### src/sv/psm_pkg.sv
`default_nettype none

package psm_pkg;

    // Accumulator format: unsigned Q1.31, 1.0 is the top bit alone.
    localparam int unsigned ACC_W = 32;
    localparam logic [ACC_W-1:0] ONE_Q31 = 32'h8000_0000;

    // Level format: Q1.15, 1.0 is 32768.
    localparam int unsigned LVL_W = 16;
    localparam int unsigned ENV_LVL_W = 15;
    localparam int unsigned Q15_FRAC = 15;
    localparam logic [LVL_W-1:0] ONE_Q15 = 16'h8000;

    // Shared multiplier operand and product widths.
    localparam int unsigned MUL_A_W = 32;
    localparam int unsigned MUL_B_W = 24;
    localparam int unsigned PROD_W = MUL_A_W + MUL_B_W;

    // Configuration port.
    localparam int unsigned COEF_W = 24;
    localparam int unsigned CFG_IDX_W = 3;
    localparam int unsigned CFG_DATA_W = 24;

    localparam logic [CFG_IDX_W-1:0] CFG_ATTACK = 3'd0;
    localparam logic [CFG_IDX_W-1:0] CFG_RELEASE = 3'd1;
    localparam logic [CFG_IDX_W-1:0] CFG_DROOP = 3'd2;
    localparam logic [CFG_IDX_W-1:0] CFG_RECOVER = 3'd3;
    localparam logic [CFG_IDX_W-1:0] CFG_DEPTH = 3'd4;
    localparam logic [CFG_IDX_W-1:0] CFG_FLOOR = 3'd5;

    localparam logic [COEF_W-1:0] RST_ATTACK = 24'd345909;
    localparam logic [COEF_W-1:0] RST_RELEASE = 24'd17467;
    localparam logic [COEF_W-1:0] RST_DROOP = 24'd13975;
    localparam logic [COEF_W-1:0] RST_RECOVER = 24'd1092;
    localparam logic [LVL_W-1:0] RST_DEPTH = 16'd13763;
    localparam logic [LVL_W-1:0] RST_FLOOR = 16'd9830;

endpackage

`default_nettype wire

### src/sv/psm_mul.sv
`default_nettype none

// Shared unsigned multiplier with a registered product.
module psm_mul (
    input  wire logic                         i_clk,
    input  wire logic [psm_pkg::MUL_A_W-1:0]  i_a,
    input  wire logic [psm_pkg::MUL_B_W-1:0]  i_b,
    output logic      [psm_pkg::PROD_W-1:0]   o_p
);

    logic [psm_pkg::PROD_W-1:0] r_p;

    always_ff @(posedge i_clk) begin
        r_p <= psm_pkg::PROD_W'(i_a) * psm_pkg::PROD_W'(i_b);
    end

    assign o_p = r_p;

endmodule

`default_nettype wire

### src/sv/power_supply_sag_model_unit.sv
// A new sample request is accepted only in the idle state, after the previous
// result was loaded into the output register. The single shared 32x24 multiplier is
// used three times per sample (envelope step, sag target, supply step).
// Reset: synchronous, active low; envelope goes to 0, supply to 1.0 and the
// six configuration registers to their default values.
`default_nettype none

module power_supply_sag_model_unit #(
    parameter int unsigned SAMPLE_WIDTH   = 16,
    parameter int unsigned COEF_FRAC_BITS = 24
) (
    input  wire logic                              i_clk,
    input  wire logic                              i_rst_n,
    // Sample requests.
    input  wire logic                              i_s_tvalid,
    output logic                                   o_s_tready,
    // Fields from bit 0: sample[SAMPLE_WIDTH-1:0], then zero padding.
    input  wire logic [((SAMPLE_WIDTH+7)/8)*8-1:0] i_s_tdata,
    // Result requests.
    output logic                                   o_m_tvalid,
    input  wire logic                              i_m_tready,
    // Fields from bit 0: supply_level[15:0], envelope_level[30:16], zero bit 31.
    output logic [31:0]                            o_m_tdata,
    // Configuration writes.
    input  wire logic                              i_cfg_valid,
    output logic                                   o_cfg_ready,
    input  wire logic [psm_pkg::CFG_IDX_W-1:0]     i_cfg_index,
    input  wire logic [psm_pkg::CFG_DATA_W-1:0]    i_cfg_data
);

    localparam int unsigned AW = psm_pkg::ACC_W;
    localparam int unsigned PW = psm_pkg::PROD_W;
    localparam int unsigned SW = PW + 2;

    // The sequencer walks the three filter phases one step a cycle unless the output stalls.
    typedef enum logic [3:0] {
        S_IDLE,
        S_EDIFF,
        S_EMUL,
        S_EADD,
        S_TMUL,
        S_TGT,
        S_SDIFF,
        S_SMUL,
        S_SADD
    } t_state;

    t_state r_state;

    // Configuration registers.
    logic [psm_pkg::COEF_W-1:0] r_attack;
    logic [psm_pkg::COEF_W-1:0] r_release;
    logic [psm_pkg::COEF_W-1:0] r_droop;
    logic [psm_pkg::COEF_W-1:0] r_recover;
    logic [psm_pkg::LVL_W-1:0]  r_depth;
    logic [psm_pkg::LVL_W-1:0]  r_floor;

    // Filter state and per-sample working registers.
    logic [AW-1:0]              r_env;
    logic [AW-1:0]              r_supply;
    logic [AW-1:0]              r_rect;
    logic [AW-1:0]              r_target;
    logic [AW-1:0]              r_diff;
    logic                       r_up;
    logic [psm_pkg::COEF_W-1:0] r_coef;

    logic        r_out_valid;
    logic [31:0] r_out_data;

    // Next values and helpers.
    logic [SAMPLE_WIDTH-1:0]    n_raw;
    logic [SAMPLE_WIDTH-1:0]    n_mag;
    logic [AW-1:0]              n_rect;
    logic [psm_pkg::LVL_W-1:0]  n_depth_c;
    logic [psm_pkg::LVL_W-1:0]  n_floor_c;
    logic [AW-1:0]              n_step;
    logic [PW-1:0]              n_drop_full;
    logic [AW-1:0]              n_drop;
    logic [AW-1:0]              n_sag;
    logic [AW-1:0]              n_floor_q31;
    logic [psm_pkg::ENV_LVL_W-1:0] n_env_lvl;
    logic                       n_load_out;

    logic [psm_pkg::MUL_A_W-1:0] w_mul_a;
    logic [psm_pkg::MUL_B_W-1:0] w_mul_b;
    logic [PW-1:0]               w_prod;

    // One filter step: move acc toward its target by the scaled product, and
    // keep the result inside 0..1.0.
    function automatic logic [AW-1:0] f_step(
        input logic [AW-1:0] acc,
        input logic [PW-1:0] prod,
        input logic          up
    );
        logic [PW-1:0] delta;
        logic [SW-1:0] sum;
        logic [AW-1:0] res;
        delta = prod >> COEF_FRAC_BITS;
        if (up) begin
            sum = SW'(acc) + SW'(delta);
        end else begin
            sum = SW'(acc) - SW'(delta);
        end
        if (sum[SW-1]) begin
            res = '0;
        end else if (sum > SW'(psm_pkg::ONE_Q31)) begin
            res = psm_pkg::ONE_Q31;
        end else begin
            res = sum[AW-1:0];
        end
        return res;
    endfunction

    psm_mul u_mul (
        .i_clk (i_clk),
        .i_a   (w_mul_a),
        .i_b   (w_mul_b),
        .o_p   (w_prod)
    );

    always_comb begin
        // Rectifier: two's complement magnitude, the most negative code
        // turns into exactly 1.0, then aligned to Q1.31.
        n_raw = i_s_tdata[SAMPLE_WIDTH-1:0];
        n_mag = n_raw[SAMPLE_WIDTH-1] ? (~n_raw + 1'b1) : n_raw;
        n_rect = {n_mag, {(AW-SAMPLE_WIDTH){1'b0}}};

        // Depth and floor settings above 1.0 count as 1.0.
        n_depth_c = (r_depth > psm_pkg::ONE_Q15) ? psm_pkg::ONE_Q15 : r_depth;
        n_floor_c = (r_floor > psm_pkg::ONE_Q15) ? psm_pkg::ONE_Q15 : r_floor;

        // The multiplier sees the sag product in the target step and the
        // filter difference times its coefficient otherwise.
        if (r_state == S_TMUL) begin
            w_mul_a = r_env;
            w_mul_b = psm_pkg::MUL_B_W'(n_depth_c);
        end else begin
            w_mul_a = r_diff;
            w_mul_b = r_coef;
        end

        n_step = f_step((r_state == S_SADD) ? r_supply : r_env, w_prod, r_up);

        n_drop_full = w_prod >> psm_pkg::Q15_FRAC;
        n_drop = n_drop_full[AW-1:0];
        n_sag = psm_pkg::ONE_Q31 - n_drop;
        n_floor_q31 = {n_floor_c, {(AW-psm_pkg::LVL_W){1'b0}}};

        // Envelope level is reported with full scale pulled down by one code.
        n_env_lvl = n_step[AW-1] ? {psm_pkg::ENV_LVL_W{1'b1}}
                                 : n_step[AW-2 -: psm_pkg::ENV_LVL_W];
        n_env_lvl = (r_state == S_SADD)
                  ? (r_env[AW-1] ? {psm_pkg::ENV_LVL_W{1'b1}}
                                 : r_env[AW-2 -: psm_pkg::ENV_LVL_W])
                  : n_env_lvl;

        n_load_out = (r_state == S_SADD) && (!r_out_valid || i_m_tready);
    end

    always_ff @(posedge i_clk) begin
        if (!i_rst_n) begin
            r_state     <= S_IDLE;
            r_attack    <= psm_pkg::RST_ATTACK;
            r_release   <= psm_pkg::RST_RELEASE;
            r_droop     <= psm_pkg::RST_DROOP;
            r_recover   <= psm_pkg::RST_RECOVER;
            r_depth     <= psm_pkg::RST_DEPTH;
            r_floor     <= psm_pkg::RST_FLOOR;
            r_env       <= '0;
            r_supply    <= psm_pkg::ONE_Q31;
            r_out_valid <= 1'b0;
        end else begin
            // Configuration writes land at once; the user must only write while idle (not enforced).
            if (i_cfg_valid) begin
                case (i_cfg_index)
                    psm_pkg::CFG_ATTACK:  r_attack  <= i_cfg_data;
                    psm_pkg::CFG_RELEASE: r_release <= i_cfg_data;
                    psm_pkg::CFG_DROOP:   r_droop   <= i_cfg_data;
                    psm_pkg::CFG_RECOVER: r_recover <= i_cfg_data;
                    psm_pkg::CFG_DEPTH:   r_depth   <= i_cfg_data[psm_pkg::LVL_W-1:0];
                    psm_pkg::CFG_FLOOR:   r_floor   <= i_cfg_data[psm_pkg::LVL_W-1:0];
                    default: ;
                endcase
            end

            // A result taken in the same cycle as a new one is loaded stays valid.
            if (r_out_valid && i_m_tready && !n_load_out) begin
                r_out_valid <= 1'b0;
            end

            case (r_state)
                S_IDLE: begin
                    if (i_s_tvalid) begin
                        r_rect  <= n_rect;
                        r_state <= S_EDIFF;
                    end
                end
                S_EDIFF: begin
                    // Attack only when the rectified sample is strictly above.
                    r_up    <= (r_rect >= r_env);
                    r_diff  <= (r_rect >= r_env) ? (r_rect - r_env) : (r_env - r_rect);
                    r_coef  <= (r_rect > r_env) ? r_attack : r_release;
                    r_state <= S_EMUL;
                end
                S_EMUL: begin
                    r_state <= S_EADD;
                end
                S_EADD: begin
                    r_env   <= n_step;
                    r_state <= S_TMUL;
                end
                S_TMUL: begin
                    r_state <= S_TGT;
                end
                S_TGT: begin
                    r_target <= (n_sag < n_floor_q31) ? n_floor_q31 : n_sag;
                    r_state  <= S_SDIFF;
                end
                S_SDIFF: begin
                    // Droop only when the target is strictly below the supply.
                    r_up    <= (r_target >= r_supply);
                    r_diff  <= (r_target >= r_supply) ? (r_target - r_supply)
                                                      : (r_supply - r_target);
                    r_coef  <= (r_target < r_supply) ? r_droop : r_recover;
                    r_state <= S_SMUL;
                end
                S_SMUL: begin
                    r_state <= S_SADD;
                end
                S_SADD: begin
                    // Hold here until the output register is free.
                    if (n_load_out) begin
                        r_supply    <= n_step;
                        r_out_valid <= 1'b1;
                        r_out_data  <= {1'b0, n_env_lvl,
                                        n_step[AW-1 -: psm_pkg::LVL_W]};
                        r_state     <= S_IDLE;
                    end
                end
                default: begin
                    r_state <= S_IDLE;
                end
            endcase
        end
    end

    assign o_s_tready  = (r_state == S_IDLE);
    assign o_m_tvalid  = r_out_valid;
    assign o_m_tdata   = r_out_data;
    assign o_cfg_ready = 1'b1;

`ifndef SYNTHESIS
    // A sample in work blocks the next request until its result is out.
    a_busy_after_accept: assert property (@(posedge i_clk) disable iff (!i_rst_n)
        (i_s_tvalid && o_s_tready) |=> !o_s_tready)
        else $error("sample accepted while the previous one is in work");

    // Both accumulators stay within 0..1.0.
    a_env_range: assert property (@(posedge i_clk) disable iff (!i_rst_n)
        r_env <= psm_pkg::ONE_Q31)
        else $error("envelope accumulator above 1.0");

    a_supply_range: assert property (@(posedge i_clk) disable iff (!i_rst_n)
        r_supply <= psm_pkg::ONE_Q31)
        else $error("supply accumulator above 1.0");

    // A new result only appears at the end of the supply step.
    a_result_source: assert property (@(posedge i_clk) disable iff (!i_rst_n)
        $rose(o_m_tvalid) |-> ($past(r_state) == S_SADD))
        else $error("result raised outside the supply step");
`endif

endmodule

`default_nettype wire

### config.mk
export PLATFORM = sky130hd
export DESIGN_NAME = power_supply_sag_model_unit
export DESIGN_NICKNAME = d
export VERILOG_FILES = /design/src/sv/psm_pkg.sv /design/src/sv/psm_mul.sv /design/src/sv/power_supply_sag_model_unit.sv
export SDC_FILE = /design/constraint.sdc
export NUM_CORES = 2
export LEC_CHECK = 0
export BUFFER_PORTS_ARGS = -buffer_cell sky130_fd_sc_hd__buf_2
export CORE_ASPECT_RATIO = 1.25
export CORE_MARGIN = 5
export CORE_UTILIZATION = 60
export CTS_CLUSTER_SIZE = 10
export DETAILED_ROUTE_END_ITERATION = 6
export GPL_ROUTABILITY_DRIVEN = 0
export PLACE_DENSITY = 0.8
export SYNTH_ARGS = -nofsm -noshare
export SYNTH_HDL_FRONTEND = slang
export SYNTH_HIERARCHICAL = 1
export SYNTH_SLANG_ARGS = --single-unit
### constraint.sdc
create_clock -name i_clk -period 24.1 [get_ports i_clk]
set_input_delay 3.615 -clock i_clk [delete_from_list [all_inputs] [get_ports i_clk]]
set_output_delay 3.615 -clock i_clk [all_outputs]
set_load 0.02 [all_outputs]
==> flow_summary.toml <==
[status]
status = "finished, violations left"
violations = "design-rule violations"

[timing]
tightest_slew_ns = 1.255
fin_crit_ns = 9.736
holdWs_ns = 0.4598
max_slew_margin = 0.1559
setup-tns-final_ns = 0
maxSlewViolCount = 0
fmax_mhz = 102.7
hold_viol = 0
fin_crit_sh = 0.4040
finClkSkew_ns = 0.03801
setup_violations = 0
rsz0062_at_grt = "no"

[worst_setup_path]
r2r-end = "u_mul/o_p[47]"
worstPathRequired_ns = 24.54
worstPathArrival_ns = 10.18
reg2regPathDepth = 27
crit_top_cell = "fa_1"
cp-startpoint = "r_state[2]"
r2r_slack_ns = 14.36
path_max_fanout = 52
crit_slowest_cell = "a22o_2"
worstSetupEndpointType = "flip-flop"
critPathKind = "reg2reg"
cp_top_family = "adder cells"
rr_startpoint = "r_state[2]"
slowest_delay_ns = 0.77
startpoint_type = "flip-flop"
crit_end = "u_mul/o_p[47]"
worstPathBufferInverterCount = 6
path_depth = 27

[detailed_routing]
wl_met2_um = 71580
drt_pass1_iterations = 7
dr_wl_met3_um = 14820
first_iter_violations = 3951
routedWlPerCell_um = 21.62
postRouteAntennaNets = 0
drc = 20
wl_met1_um = 52350
highest_layer = "met5"
routed_wl_um = 150000
vias_per_cell = 6.214
vias = 43110

[yosys]
syn_avg_cell_area_um2 = 8.391
yosys_warnings = 6
syn_nets = 7049
synthCells = 5981
netlist_area_um2 = 50180

[clocking]
ctsResizeCount = 0
clkTransAtPathRegs_ns = 0.06
cts-root-buf = "clkbuf_16"
cts.sinks = 374
clk_path_buf_depth = 3
htreeDepth = 2
post-cts-setup-buffers = 0
cts_buffers = 44
cts_tree = "done"
cts_hold_buf = 0
worstSkewPairLatency_ns = 0.59

[global_routing]
grt_max_degree = 113
gr-total-overflow = 0
track_usage = 0.3295
antenna_found_initial = 3
grt_first_pass_wirelength_um = 235400
grt_pass1_vias = 44180

[layout]
finalNetCount = 6894
area.growth.synth_to_final_pct = 4.797
layout-drive-gt1-share = 0.05020

[die]
ios = 83
die_w_um = 268.7
core_um2 = 82970
start_util = 0.6048
dieArea_um2 = 89560
fp-row-count = 118
die_h_um = 333.3

[placement]
io_buffers = 80
dp_hpwl_um = 113500

[job]
maxCapViolCount = 0

[min_path]
hp-class = "reg2reg"
## per-stage QoR
step	std cells	setup WS, ns	util	area (µm²)
CTS	6937	14.53	0.6338	52590
detailed placement	6860	14.55	0.6178	51260
global placement	6860	14.78	0.6178	51260
global route	6937	13.95	0.6338	52590
floorplan	5981	16.02	-	50180
finish	6938	14.36	0.6338	52590
## metal layers
metal / up-vias / global-route usage
met1: 20930 / 0.3920
met2: 2540 / 0.5549
met5: - / 0
met4: 2 / 0.1980
li1: 18890 / -
met3: 753 / 0.06032
## cell type report
class	count	area (µm²)
multi-input combinational	4326	36620
fill	6841	30380
clock inverter	3	45.04
inverter	925	3472
tap	1080	1351
timing repair buffer	155	965.9
clock buffer	74	1286
sequential	374	8848
antenna	1	2.502
## sequential cells by signal, indices dropped and copies added (netlist names)
name and count:
u_mul/o_p 41, r_diff 32, r_env 32, r_supply 32, r_target 32, o_m_tdata 31, r_attack 24, r_coef 24
r_droop 24, r_recover 24, r_release 24, r_depth 16, r_floor 16, r_rect 16, r_state 4, o_m_tvalid 1
r_up 1
## worst min-delay path, cell delays in order (launching register included)
cell	delay [ns]
dfxtp_1	0.31
nand2_1	0.05
nand3_1	0.07
## worst min path at each step
stage	from	end	cells after the start
after floorplan	r_env[16]	r_env[16]	2
after global placement	r_env[16]	r_env[16]	2
after detailed placement	r_env[16]	r_env[16]	2
after CTS	r_env[16]	r_env[16]	2
after global routing	r_env[16]	r_env[16]	2
final	r_release[5]	r_release[5]	2
## layout by cell type (no fill, tap or decap), types with 52 or more instances in the layout
cell / count
nand4_1: 52
mux2i_1: 54
buf_4: 76
xnor2_1: 111
edfxtp_1: 136
and2_1: 425
o21ai_0: 148
nor2b_1: 63
dfxtp_1: 238
a21o_1: 92
inv_1: 922
a21oi_1: 270
ha_1: 357
buf_2: 79
fa_1: 663
xor2_1: 57
a21boi_0: 99
nor2_1: 214
nand2_1: 967
nand3_1: 98
nor3_1: 59
Power is not shown: default switching activity piles up to over one toggle a cycle in this logic, so the estimate is an artifact.
